$ cat config.mk
export PLATFORM = sky130hd
export DESIGN_NAME = gbn_ram
export DESIGN_NICKNAME = d
export VERILOG_FILES = /design/src/design/gbn_ram.sv
export SDC_FILE = /design/constraint.sdc
export NUM_CORES = 1
export LEC_CHECK = 0
export BUFFER_PORTS_ARGS = -buffer_cell sky130_fd_sc_hd__clkbuf_2
export CAP_MARGIN = 40
export CORE_UTILIZATION = 45
export CTS_BUF_LIST = sky130_fd_sc_hd__clkbuf_8
export DETAILED_ROUTE_END_ITERATION = 8
export SKIP_CTS_REPAIR_TIMING = 1
export SYNTH_ARGS = -nofsm -noshare
export SYNTH_HDL_FRONTEND = slang
export SYNTH_SLANG_ARGS = --single-unit
$ cat constraint.sdc
create_clock -name clk -period 2.8 [get_ports clk]
set_input_delay 0.14 -clock clk [delete_from_list [all_inputs] [get_ports clk]]
set_output_delay 0.14 -clock clk [all_outputs]
set_load 0.05 [all_outputs]
$ cat src/design/gbn_ram.sv
`default_nettype none
module gbn_ram #(
  parameter int WIDTH = 8,
  parameter int DEPTH = 16
) (
  input  wire logic                     clk,
  input  wire logic                     we,
  input  wire logic [$clog2(DEPTH)-1:0] waddr,
  input  wire logic [WIDTH-1:0]         wdata,
  input  wire logic [$clog2(DEPTH)-1:0] raddr,
  output logic      [WIDTH-1:0]         rdata
);
  logic [WIDTH-1:0] mem [DEPTH];

  always_ff @(posedge clk) begin
    if (we) begin
      mem[waddr] <= wdata;
    end
    rdata <= mem[raddr];
  end
endmodule
`default_nettype wire

# Word-level counts from Yosys, hierarchy flattened
# Memories as Yosys holds them, arrays and structs flattened. A register that Yosys moved wholly into a read port is not among the register bits.
# Index checks and enable logic that the tools add are counted.
[word_totals]
register_bits = 0
mem_bits_rw = 128
in_bits = 18
word_cells = 3
memories = 1
[memory_table]
columns = ["name", "words", "width", "rd", "rd_ports_with_merged_regs", "write_ports", "line", "text"]
rows = [
  ["mem", 16, 8, 1, 1, 1, "13", "logic [WIDTH-1:0] mem [DEPTH];"],
]
[op_classes]
mux = 2
[ops]
columns = ["op", "n"]
rows = [
  ["1-bit 2-to-1 mux", 2],
]

# Logic depth before layout (Yosys ltp)
# Gate-level depths: netlist of run 1.
[logic_depth]
depth_word = 2
mapped_depth = 5

# Least setup slack after synthesis of run 1
# Ideal clock, no wire load.
[synth_path]
path_type = "input to register"
startpoint = "in waddr[2]"
endpoint = "mem mem[0][0] (enable)"
arrival_ns = 1.250
path_slack_ns = 1.167
cell_stages = 2
n_path_buf = 0
path_cell_list = "or3b_2 > nor3_1"
[synth_rtl]
columns = ["element", "line", "text"]
rows = [
  ["start, declared", "8", "input wire logic [$clog2(DEPTH)-1:0] waddr,"],
  ["end, declared", "13", ""],
]
# No word-level cell before the write port.

==> results of run 1 <==
[synth_stat cells]
library cell / count / share of area (%)
nand3b_1: 2 / 0.29
dfxtp_1: 8 / 3.1
nor3_1: 4 / 0.39
nand3_1: 1 / 0.097
nor2b_1: 1 / 0.12
buf_6: 3 / 0.66
buf_4: 1 / 0.15
clkdlybuf4s25_2: 3 / 0.58
nand2b_1: 2 / 0.24
mux4_1: 14 / 7.1
edfxtp_1: 128 / 75
mux4_2: 18 / 7.9
nor2_1: 13 / 0.95
and2_1: 1 / 0.12
a22oi_1: 16 / 2.3
nand2_1: 9 / 0.66
or3b_2: 1 / 0.17
buf_2: 3 / 0.29
and2b_1: 1 / 0.15
[per-stage QoR]
step | power (mW) | instances | instance area [um2] | hold WS (ps) | setup slack, ps
floorplan | 2.49 | 229 | 5150 | 239 | 1170
global placement | 2.58 | 397 | 5470 | 551 | 864
detailed placement | 2.59 | 401 | 5500 | 576 | 827
CTS | 4.26 | 433 | 5920 | 98.0 | 1310
global route | 4.37 | 433 | 5920 | 118 | 1240
finish | 4.22 | 433 | 5920 | 114 | 1330
[routing by layer]
| metal | up-vias | global-route usage, % | wire length, um |
|---|---|---|---|
| met5 | - | 0 | 0 |
| met2 | 73 | 28.1 | 4970 |
| met3 | 7 | 5.56 | 548 |
| met1 | 1248 | 26.7 | 4330 |
| met4 | 0 | 7.72 | 102 |
| li1 | 1072 | - | - |
[power by group through the flow]
stage	sequential, mW	combinational [mW]	clock, mW
2_1_floorplan	2.38	0.116	0
3_3_place_gp	2.33	0.250	0
3_5_place_dp	2.33	0.255	0
4_1_cts	2.29	0.256	1.72
5_1_grt	2.29	0.270	1.81
6_report	2.29	0.251	1.69
[logic make-up after synthesis]
kind of cell | synth area share, %
multiplexers | 15.0
buffers and inverters | 1.68
AND/OR/NAND/NOR | 3.18
AO/OA/AOI/OAI | 2.33
flip-flops | 77.8
[flip-flops by register name, summed over array words and instances (netlist names)]
register  flops
rdata         8
mem         128
[worst max-delay path, stage by stage]
cell	delay [ps]
clkbuf_2	520
buf_12	260
mux4_1	560
a22oi_1	220
nand2_1	70
[path summary, 6_finish.rpt]
path / startpoint / endpoint / cells after the start
worst max-delay path: raddr[0] / rdata[1]$_DFF_P_ / 5
worst min-delay path: wdata[2] / mem[0][2]$_DFFE_PP_ / 1
worst max register to register: mem[1][3]$_DFFE_PP_ / rdata[3]$_DFF_P_ / 3
worst min register to register: mem[14][4]$_DFFE_PP_ / rdata[4]$_DFF_P_ / 3
[cell type report]
class / instances / area [um2]
sequential: 136 / 4000
clock inverter: 15 / 186
tap: 140 / 175
fill: 854 / 5060
clock buffer: 17 / 234
multi-input combinational: 83 / 1060
timing repair buffer: 42 / 265
==> results.toml, run 1 <==
[outcome]
status = "finished clean"

[finish]
diodes = 0
drive_above_1_share_pct = 30.4
areaGrowthSynthToFinish_pct = 15.0
final_net_count = 298
final_common_cell = "edfxtp_1"
final_util_pct = 53.9
layout_common_cells = "edfxtp_1, clkbuf_2, mux4_2"

[timing]
period_minus_slack_ps = 1470
relSlewSlack_pct = 44.7
setup_viol = 0
hold_viol_final = 0
fmax_mhz = 679
finalCritPeriodShare_pct = 52.6
finalMaxSlewViolations = 0
worstMarginPinSlew_ps = 827
rsz0062_at_grt = "no"
fin_skew_ps = 7.17
tns_ps = 0

[yosys]
synth_area_um2 = 5150
avgSynthCellArea_um2 = 22.5
synth_cells = 229
ys_warn_count = 0
syn_nets = 247
synth_cell_types = 19
ys_seq_area_share_pct = 77.8
ys_ff_latch = 136

[global_routing]
grt_max_degree = 28
grt_pass1_vias = 2451
antenna_found_initial = 0
grt_pass1_wl_um = 15100
grt-ovfl-total = 0
grtUsageTotal_pct = 19.0

[detailed_routing]
wl_um = 9950
drc = 0
drt_iter0_drc = 189
ant_nets = 0
vias = 2400
wl_per_cell_um = 23.0
viasPerCell = 5.54
drt_first_pass_iters = 4

[clock_network]
cts_buffers = 17
insertion_delay_ps = 440
htree_levels = 4
clock-root-buffer = "clkbuf_8"
cts.sinks = 136
clkTransAtPathRegs_ps = 70
cts_tree = "done"
clock_path_buffers = 2

[run]
drv_cap = 0

[power_and_ir_drop]
p_seq_share_pct = 54.1
combPwrFrac_pct = 5.9
ir_drop_mv = 0.313
cellInternalPower_mw = 3.32
p_sw_uw = 902
p_leak_nw = 2.01
pwr-share-clk_pct = 39.9
switching_share_pct = 21.4
power_density_nw_per_um2 = 713

[setup_path]
crit_path_max_fanout = 17
ff2ff_setup_slack_ps = 1370
path_class = "in -> reg"
worst_setup_path_end_kind = "flip-flop"
arrival_ps = 1800
worstPathRequired_ps = 3120
startpoint_type = "primary input"

[floorplanning]
io-pin-count = 26
core-area_um2 = 11000
start_util_pct = 46.9
placementRows = 38
dieArea_um2 = 11900
die_w_um = 109
fp.dieH_um = 109

[placed_design]
gp_congestion = 0.691
io_buffers = 25
dpl.hpwl_um = 6330

[min_path]
hp-class = "in -> reg"
(Power assumes the default switching activity.)
==> inputs of run 2 (changes only) <==
==> constraint.sdc (replaced) <==
create_clock -name clk -period 1.4 [get_ports clk]
set_input_delay 0.07 -clock clk [delete_from_list [all_inputs] [get_ports clk]]
set_output_delay 0.07 -clock clk [all_outputs]
set_load 0.05 [all_outputs]
==> results.toml, run 2 (synthesis results as in run 1) <==
[detailed_routing]
drt_first_pass_iters = 8
drt_iter0_drc = 160
vias = 2401
wl_um = 9550
viasPerCell = 5.47
ant_nets = 0
drc = 1
wl_per_cell_um = 21.7

[timing]
setup_viol = 0
finalCritPeriodShare_pct = 95.3
period_minus_slack_ps = 1330
tns_ps = 0
hold_viol_final = 0
relSlewSlack_pct = 47.0
hold_ws_ps = 63.4
fmax_mhz = 750
fin_skew_ps = 6.32
finalMaxSlewViolations = 0
worstMarginPinSlew_ps = 793
rsz0062_at_grt = "no"

[placed_design]
io_buffers = 25
gp_congestion = 0.704
dpl.hpwl_um = 6090

[setup_path]
worstPathRequired_ps = 1710
slowest_stage = "mux4_2"
arrival_ps = 1640
crit_buf_inv = 0
critPathMaxStageDelay_ps = 470
startpoint_type = "flip-flop"
path_class = "reg -> reg"
crit_chain = "mux4_2 > a22oi_1 > nand2_1"
crit_family = "multiplexers"
crit_path_max_fanout = 1
worst_setup_path_end_kind = "flip-flop"

[global_routing]
grt-ovfl-total = 0
grt_max_degree = 33
antenna_found_initial = 0
grt_pass1_vias = 2495
grt_pass1_wl_um = 14700
grtUsageTotal_pct = 18.6

[power_and_ir_drop]
p_sw_mw = 1.68
p_seq_share_pct = 57.8
p_leak_nw = 2.04
ir_drop_mv = 0.489
power_density_nw_per_um2 = 1330
switching_share_pct = 21.3
combPwrFrac_pct = 6.6
cellInternalPower_mw = 6.23
pwr-share-clk_pct = 35.6

[finish]
final_common_cell = "edfxtp_1"
top_register = "mem"
reg_top3 = "mem (128), rdata (8)"
final_util_pct = 54.1
drive_above_1_share_pct = 31.8
areaGrowthSynthToFinish_pct = 15.4
layout_common_cells = "edfxtp_1, clkbuf_2, clkbuf_8, buf_4, mux4_2"
final_net_count = 304
fillCellCount = 846
diodes = 0
largest_reg_flops = 128

[floorplanning]
start_util_pct = 46.9
placementRows = 38
io-pin-count = 26
fp.dieH_um = 109
die_w_um = 109
dieArea_um2 = 11900
core-area_um2 = 11000

[run]
drv_cap = 0

[clock_network]
cts_tree = "done"
clock_path_buffers = 2
cts.sinks = 136
cts_buffers = 17
clkTransAtPathRegs_ps = 70
clock-root-buffer = "clkbuf_8"
insertion_delay_ps = 420
htree_levels = 4

[min_path]
hp-class = "in -> reg"

[outcome]
violations = "DRC"
status = "finished, violations left"
run 2: changes by cell type in the layout (fill, tap and decap cells not counted), moves of 2 or more:
cell        before  now
a22oi_1         16   13
a22oi_2          0    3
buf_12           1    3
buf_4           16   20
bufinv_16        4    1
clkbuf_8        17   20
clkinv_4         2    0
clkinvlp_4       2    0
inv_1            3    7
run 2: power groups by stage:
stage / Clock (mW) / Sequential (mW) / Combinational, mW
after global routing: 3.06 / 4.58 / 0.563
after floorplan: 0 / 4.75 / 0.231
after CTS: 2.88 / 4.57 / 0.523
after detailed placement: 0 / 4.66 / 0.523
after global placement: 0 / 4.66 / 0.515
final: 2.82 / 4.57 / 0.519
run 2: worst paths after layout:
kind | to | from | cells after the start | slack [ps]
worst min register to register | rdata[1]$_DFF_P_ | mem[15][1]$_DFFE_PP_ | 3 | 670
worst max-delay path | rdata[4]$_DFF_P_ | mem[2][4]$_DFFE_PP_ | 3 | 70
worst min-delay path | mem[13][2]$_DFFE_PP_ | wdata[2] | 1 | 60
worst max register to register | rdata[4]$_DFF_P_ | mem[2][4]$_DFFE_PP_ | 3 | 70
run 2: stage by stage:
stage	power, mW	instances	cell area, um2	setup WS [ps]
after detailed placement	5.19	407	5580	-80.6
after floorplan	4.98	229	5150	63.9
after global placement	5.17	407	5580	-65.1
after CTS	7.97	439	5930	42.2
after global routing	8.20	439	5940	3.63
final	7.91	439	5940	65.9
run 2: metal layers:
layer	wire [um]	global-route usage, %	vias to the layer above
li1	-	-	1082
met1	4170	25.4	1222
met2	4640	27.7	80
met3	521	4.90	17
met4	216	9.27	0
met5	0	0	-
run 2: area by class of cell:
| cell class | count | area, um2 | share of cell area (%) |
|---|---|---|---|
| sequential | 136 | 4000 | 67.4 |
| multi-input combinational | 83 | 1080 | 18.1 |
| timing repair buffer | 48 | 335 | 5.64 |
| clock buffer | 20 | 275 | 4.63 |
| tap | 140 | 175 | 2.95 |
| clock inverter | 12 | 75.1 | 1.26 |
