<file path="config.mk">
export PLATFORM = sky130hd
export DESIGN_NAME = gbn_iou
export DESIGN_NICKNAME = d
export VERILOG_FILES = /design/src/design/gbn_pkg.sv /design/src/design/gbn_iou.sv
export SDC_FILE = /design/constraint.sdc
export NUM_CORES = 2
export LEC_CHECK = 0
export ABC_AREA = 1
export BUFFER_PORTS_ARGS = -buffer_cell sky130_fd_sc_hd__buf_2
export CAP_MARGIN = 20
export CORE_UTILIZATION = 53
export DETAILED_ROUTE_END_ITERATION = 10
export PLACE_DENSITY = 0.71
export SLEW_MARGIN = 10
export SYNTH_ARGS = -nofsm -noshare
export SYNTH_HDL_FRONTEND = slang
export SYNTH_SLANG_ARGS = --single-unit
</file>
<file path="constraint.sdc">
create_clock -name clk -period 12.16 [get_ports clk]
set_input_delay 1.216 -clock clk [delete_from_list [all_inputs] [get_ports clk]]
set_output_delay 1.216 -clock clk [all_outputs]
set_load 0.02 [all_outputs]
</file>
<file path="src/design/gbn_pkg.sv">
`default_nettype none
package gbn_pkg;
  localparam int MAX_BOXES = 64;
  localparam int COORD_BITS = 12;
  localparam int IDX_BITS = $clog2(MAX_BOXES);
  localparam int CNT_BITS = $clog2(MAX_BOXES + 1);
  localparam int SCORE_BITS = 16;
  localparam int BOX_BITS = 4 * COORD_BITS + SCORE_BITS;
  localparam int AREA_BITS = 2 * COORD_BITS;
  localparam int UNI_BITS = AREA_BITS + 1;
  localparam int PROD_BITS = UNI_BITS + 16;

  localparam logic [0:0] REG_SCORE_THR = 1'b0;
  localparam logic [0:0] REG_IOU_THR = 1'b1;

  typedef struct packed {
    logic [COORD_BITS-1:0] left;
    logic [COORD_BITS-1:0] top;
    logic [COORD_BITS-1:0] width;
    logic [COORD_BITS-1:0] height;
    logic [SCORE_BITS-1:0] score;
  } box_t;
endpackage
`default_nettype wire

</file>
<file path="src/design/gbn_iou.sv">
`default_nettype none
// overlap test: geometry registered, then threshold multiply and compare
module gbn_iou import gbn_pkg::*; (
  input  wire logic        clk,
  input  wire box_t        a,
  input  wire box_t        b,
  input  wire logic [15:0] iou_thr,
  output logic             suppress
);
  logic [COORD_BITS:0] x1, y1, x2, y2, ra, rb, ba, bb;
  logic [COORD_BITS-1:0] iw, ih;
  logic [AREA_BITS-1:0] area_a, area_b, inter;
  logic [AREA_BITS-1:0] area_a_q, area_b_q, inter_q;
  logic zero_q;
  logic [UNI_BITS-1:0] uni;
  logic [PROD_BITS-1:0] lhs, rhs;

  always_comb begin
    x1 = (a.left > b.left) ? {1'b0, a.left} : {1'b0, b.left};
    y1 = (a.top > b.top) ? {1'b0, a.top} : {1'b0, b.top};
    ra = {1'b0, a.left} + {1'b0, a.width};
    rb = {1'b0, b.left} + {1'b0, b.width};
    ba = {1'b0, a.top} + {1'b0, a.height};
    bb = {1'b0, b.top} + {1'b0, b.height};
    x2 = (ra < rb) ? ra : rb;
    y2 = (ba < bb) ? ba : bb;
    iw = (x2 > x1) ? COORD_BITS'(x2 - x1) : '0;
    ih = (y2 > y1) ? COORD_BITS'(y2 - y1) : '0;
    area_a = a.width * a.height;
    area_b = b.width * b.height;
    inter = iw * ih;
  end

  always_ff @(posedge clk) begin
    area_a_q <= area_a;
    area_b_q <= area_b;
    inter_q <= inter;
    zero_q <= (a.width == '0) || (a.height == '0) || (b.width == '0) || (b.height == '0);
  end

  always_comb begin
    uni = {1'b0, area_a_q} + {1'b0, area_b_q} - {1'b0, inter_q};
    lhs = {{(PROD_BITS - AREA_BITS - 16){1'b0}}, inter_q, 16'd0};
    rhs = PROD_BITS'(uni) * PROD_BITS'(iou_thr);
    suppress = !zero_q && (lhs > rhs);
  end
endmodule
`default_nettype wire

</file>
* After elaboration in Yosys (flattened, before gate mapping)
Index checks and enable logic that the tools add are counted.
** Operators by class
- Reductions and logical operators :: 9
- $add $sub $neg :: 8
- Multiply operators :: 4
- Magnitude comparators :: 7
- Multiplexer cells :: 6
** Operators by type and width (count)
- multiplier 12 x 12 -> 24 bit :: 3
- adder 12 x 12 -> 13 bit :: 4
- logical NOT 12 bit :: 4
- 2-to-1 mux 12 bit :: 4
- > comparator 40 x 41 -> 1 bit :: 1
- multiplier 25 x 16 -> 41 bit :: 1
- > comparator 13 x 12 -> 1 bit :: 2
- less-than comparator 13 bit :: 2
- 2-to-1 mux 13 bit :: 2
- adder 24 x 24 -> 25 bit :: 1
- subtractor 25 x 24 -> 25 bit :: 1
- > comparator 12 bit :: 2
- subtractor 12 bit :: 2
- logical OR 1 bit :: 3
- logical AND 1 bit :: 1
- logical NOT 1 bit :: 1
** Word-level totals
- Output and inout port bits :: 1
- Bits in registers :: 73
- Word-level logic and storage cells :: 38

* Depth between registers and ports, before layout
- Depth after elaboration :: 6
- Gate-level depth with buffers :: 56
- Gate-level depth less buffers :: 53

* Worst setup path after synthesis
Ideal clock, no wire load.
- Path kind :: input -> register
- Start point :: input port a[29] (netlist name)
- End point :: register inter_q[21]
- Slack :: 2431 ps
- Arrival :: 9657 ps
- Stages :: 50
- Library setup time :: 72 ps
- Data required time :: 12088 ps
- Cells stage by stage :: clkbuf_1 -> inv_1 -> fa_1 -> o21ai_2 -> a21oi_1 -> o21a_1 -> xnor2_1 -> ha_1 -> nand4_1 -> nor3_1 -> nand2_1 -> nand2_1 -> clkbuf_1 -> inv_1 -> clkbuf_1 -> nand2_1 -> o21ai_0 -> ha_1 -> [14 not listed] -> fa_1 -> inv_1 -> fa_1 -> fa_1 -> fa_1 -> inv_1 -> fa_1 -> inv_1 -> ha_1 -> nand2_1 -> nor2_1 -> inv_1 -> o21ai_0 -> a31oi_1 -> o21ai_0 -> nand2_1 -> nand3_1 -> xor2_1
** Between the ends
- Word-level cells in the longest chain between the ends :: 6
- Elaborated cells between the ends (all ways) :: 7
- Those cells by class :: 2 x add/sub; 1 x mul; 2 x order compare; 2 x mux
** Ends and longest elaborated chain
- start: declaration :: RTL line gbn_iou.sv:5 : input wire box_t a,
- adder 12 x 12 -> 13 bit * :: RTL line gbn_iou.sv:21 : ra = {1'b0, a.left} + {1'b0, a.width};
- less-than comparator 13 bit :: RTL line gbn_iou.sv:25 : x2 = (ra < rb) ? ra : rb;
- 2-to-1 mux 13 bit * :: RTL line gbn_iou.sv:25
- subtractor 12 bit or > comparator 13 x 12 -> 1 bit (tied branches) :: RTL line gbn_iou.sv:27 : iw = (x2 > x1) ? COORD_BITS'(x2 - x1) : '0;
- 2-to-1 mux 12 bit * :: RTL line gbn_iou.sv:27
- multiplier 12 x 12 -> 24 bit * :: RTL line gbn_iou.sv:31 : inter = iw * ih;
- named net inter[21] :: RTL line gbn_iou.sv:12 : logic [AREA_BITS-1:0] area_a, area_b, inter;
- end signal: assignment :: RTL line gbn_iou.sv:37 : inter_q <= inter;
- end: declaration :: RTL line gbn_iou.sv:13 : logic [AREA_BITS-1:0] area_a_q, area_b_q, inter_q;
Mark *: on every way through the listed nets, which the timed path passes. The rest lies on a longest branch.

* Worst setup path after layout
- Start point :: register inter_q[0]
- End point :: output port suppress
** Between the ends
- Word-level cells in the longest chain between the ends :: 4
** Ends and longest elaborated chain
- subtractor 25 x 24 -> 25 bit :: RTL line gbn_iou.sv:42 : uni = {1'b0, area_a_q} + {1'b0, area_b_q} - {1'b0, inter_q};
- multiplier 25 x 16 -> 41 bit :: RTL line gbn_iou.sv:44 : rhs = PROD_BITS'(uni) * PROD_BITS'(iou_thr);
- > comparator 40 x 41 -> 1 bit * :: RTL line gbn_iou.sv:45 : suppress = !zero_q && (lhs > rhs);
- logical AND 1 bit * :: RTL line gbn_iou.sv:45
- end: declaration :: RTL line gbn_iou.sv:8 : output logic suppress
Mark *: on every way between the ends. The rest lies on a longest branch, timed or not.

==> results.md <==
* Slew at the pin closest to its max-slew limit at 0.9716 ns
* CTS Buf Count at 9
* Top-level port count at 146
* Post-synthesis register bit count at 73
* Largest net degree at the start of global routing at 25
* Register area share after synthesis at 4.078%
* Die Area at 68660 sq um
* Vias at 29.89k
* YS warnings at 0
* RSZ-0062 raised after global routing: no
* CTS tree: done
* Initial Util at 54.03%
* Max-slew headroom at 35.17%
* Post-synthesis cell count at 4694
* Routed wire length at 97.82 mm
* Crit share post-route at 95.64%
* HPWL Detailed at 82.95 mm
* Hold Path Class: in2reg
* WS Path Type: reg2out
* Post-synth top flop: dfxtp_1
* Final hold viol count at 0
* Initial antenna violation count at 3
* Die Wd at 262.0 microns
* Clk root buf: clkbuf_16
* Global routing usage on met3 at 3.781%
* Arrival time at the worst endpoint at 10.41 ns
* Max stage delay cell, worst path: fa_1
* Tmin final at 11.63 ns
* Total grt overflow at 0
* Fmax at 85.99 MHz
* Final hold slack at 1.300 ns
* Max Fanout on Critical Path at 10
* H-tree Lvls at 3
* EDFF count, synth at 0
* Vias in the first global route at 31.04k
* Cell area after synthesis at 35840 sq um
* Outcome: finished, final reports clean
* GRT busiest layer: met2
* Max Cap Viol at 0
* # port buffers at 113
* M2 GR Usage at 51.12%
* Cell mode on critical path: nand2_1
* Post-DRT Antenna Nets at 0
* Clock-pin slew of the registers on the worst-case setup and hold paths at 0.06 ns
* Share of layout cells above drive strength 1 at 5.545%
* GRT Util Overall at 29.75%
* CP startpoint kind: register
* Post-synth ARST share at 0%
* Final nets at 6001
* Cts hold-fix bufs at 0
* Critical Path RT at 10.94 ns
* TNS Setup at 0 ns
* Gpl congestion at 0.9851
* Core Footprint at 66330 sq um
* First-pass detailed-route iteration total at 5
* Final Setup Violations at 0
* Clock buffer depth at 2
* Worst Setup End Kind: output pin
* Die height at 262.0 microns
* WL/cell at 17.44 microns
* GR Util met1 at 37.72%
* Row cnt at 94
* First-pass GRT wire length at 159.9 mm
* Area Growth Syn to Fin at 4.769%
* Yosys cell types at 60
* Number of DRC markers in iteration 0 at 1991
* Fin. max-slew vios at 0
* Detailed-route vias per instance at 5.329
* DR DRC count at 0
* Syn_nets at 5957
* Clock sinks at 73
* Slowest Stage Delay on Critical Path at 0.54 ns
* Syn_area_per_cell at 7.635 sq um
[layer usage]
| metal | up-vias | routed length [microns] |
|---|---|---|
| met5 | - | 13 |
| met4 | 2 | 4434 |
| met3 | 205 | 7032 |
| met2 | 1150 | 46640 |
| met1 | 14320 | 39700 |
| li1 | 14220 | - |
[worst paths after layout]
check               start                  end  cells after the start
max    inter_q[0]$_DFF_P_             suppress                     48
min                 b[16]  area_b_q[0]$_DFF_P_                      3
[cell families (layout without fill, tap and decap cells)]
kind of cell    after synthesis  after routing  share of synthesized area (%)
compound gates              466            466                          7.380
other cells                   0              2                              0
flops                        73             73                          4.078
xor+xnor                    154            154                          3.826
simple gates               1567           1567                          18.15
buf+inv                    1316           1365                          13.92
fa+ha+maj                  1118           1118                          52.65
[cells in the mapped netlist (22+ instances only)]
cell / instances / share of area, %
or2_2: 32 / 0.56
xor2_1: 93 / 2.3
clkbuf_1: 94 / 0.98
o21ai_0: 125 / 1.7
inv_1: 1172 / 12
nand3_1: 129 / 1.8
ha_1: 468 / 16
xnor2_1: 58 / 1.4
inv_2: 22 / 0.23
nor4_1: 22 / 0.38
a21oi_1: 221 / 3.1
fa_1: 650 / 36
dfxtp_1: 73 / 4.1
nand2_1: 972 / 10
nor2_1: 308 / 3.2
nand4_1: 31 / 0.54
nor3_1: 24 / 0.34
[cell usage in the layout, fill, tap and decap left out, types with 8 or more instances in the layout]
cell       instances
o21ai_2           10
nand3b_1           8
nand3_1          129
nand2_2           15
inv_1           1172
nand4_1           31
fa_1             650
xnor2_1           58
o21a_1             9
xor2_1            93
buf_4             26
inv_2             21
or2_2             32
nor2_1           308
ha_1             468
o21bai_1          11
a21oi_1          221
clkbuf_16          9
a31oi_1           20
dfxtp_1           73
nand2_1          971
buf_2            113
clkinv_1          14
a21o_1            20
o21ai_0          125
nor4_1            22
nor3_1            24
[per-stage QoR]
step	std cells	setup slack (ns)	utilization, %	area (sq um)
after floorplan	4694	2.431	-	35840
after CTS	5607	0.5442	56.58	37530
after global placement	5591	0.8951	56.15	37240
after detailed placement	5591	0.7900	56.15	37240
after global routing	5608	0.001406	56.60	37540
final	5609	0.5302	56.60	37550
[flip-flops by register name, summed over array words and instances, names as in the netlist]
name      flops
area_b_q     24
inter_q      24
zero_q        1
area_a_q     24
[final cells by class]
cell class	count	area (sq um)
Multi-Input combinational cell	3305	29400
Fill cell	6317	28790
Inverter	1210	4551
Sequential cell	73	1461
Tap cell	864	1081
Timing Repair Buffer	139	760.7
Clock buffer	10	239.0
Clock inverter	6	50.05
Antenna cell	2	5.005
[worst max-delay path: cells and delay by family, from the launching register on]
| kind | cells | cell delay (ns) |
|---|---|---|
| adders and majority gates | 11 | 4.60 |
| AOI/OAI and AO/OA | 7 | 1.24 |
| buffers and inverters | 8 | 0.91 |
| and+or+nand+nor | 22 | 2.91 |
| DFF | 1 | 0.40 |
[what timing repair did]
| item | 4_1_cts | 5_1_grt |
|---|---|---|
| setup endpoints to repair | 0 | 1 |
| buffers inserted | 0 | 0 |
| resized for setup | 0 | 3 |
Power is left out: the tool's default activity adds up to more than one toggle a clock period on the data nets, which glitch-free logic cannot reach.
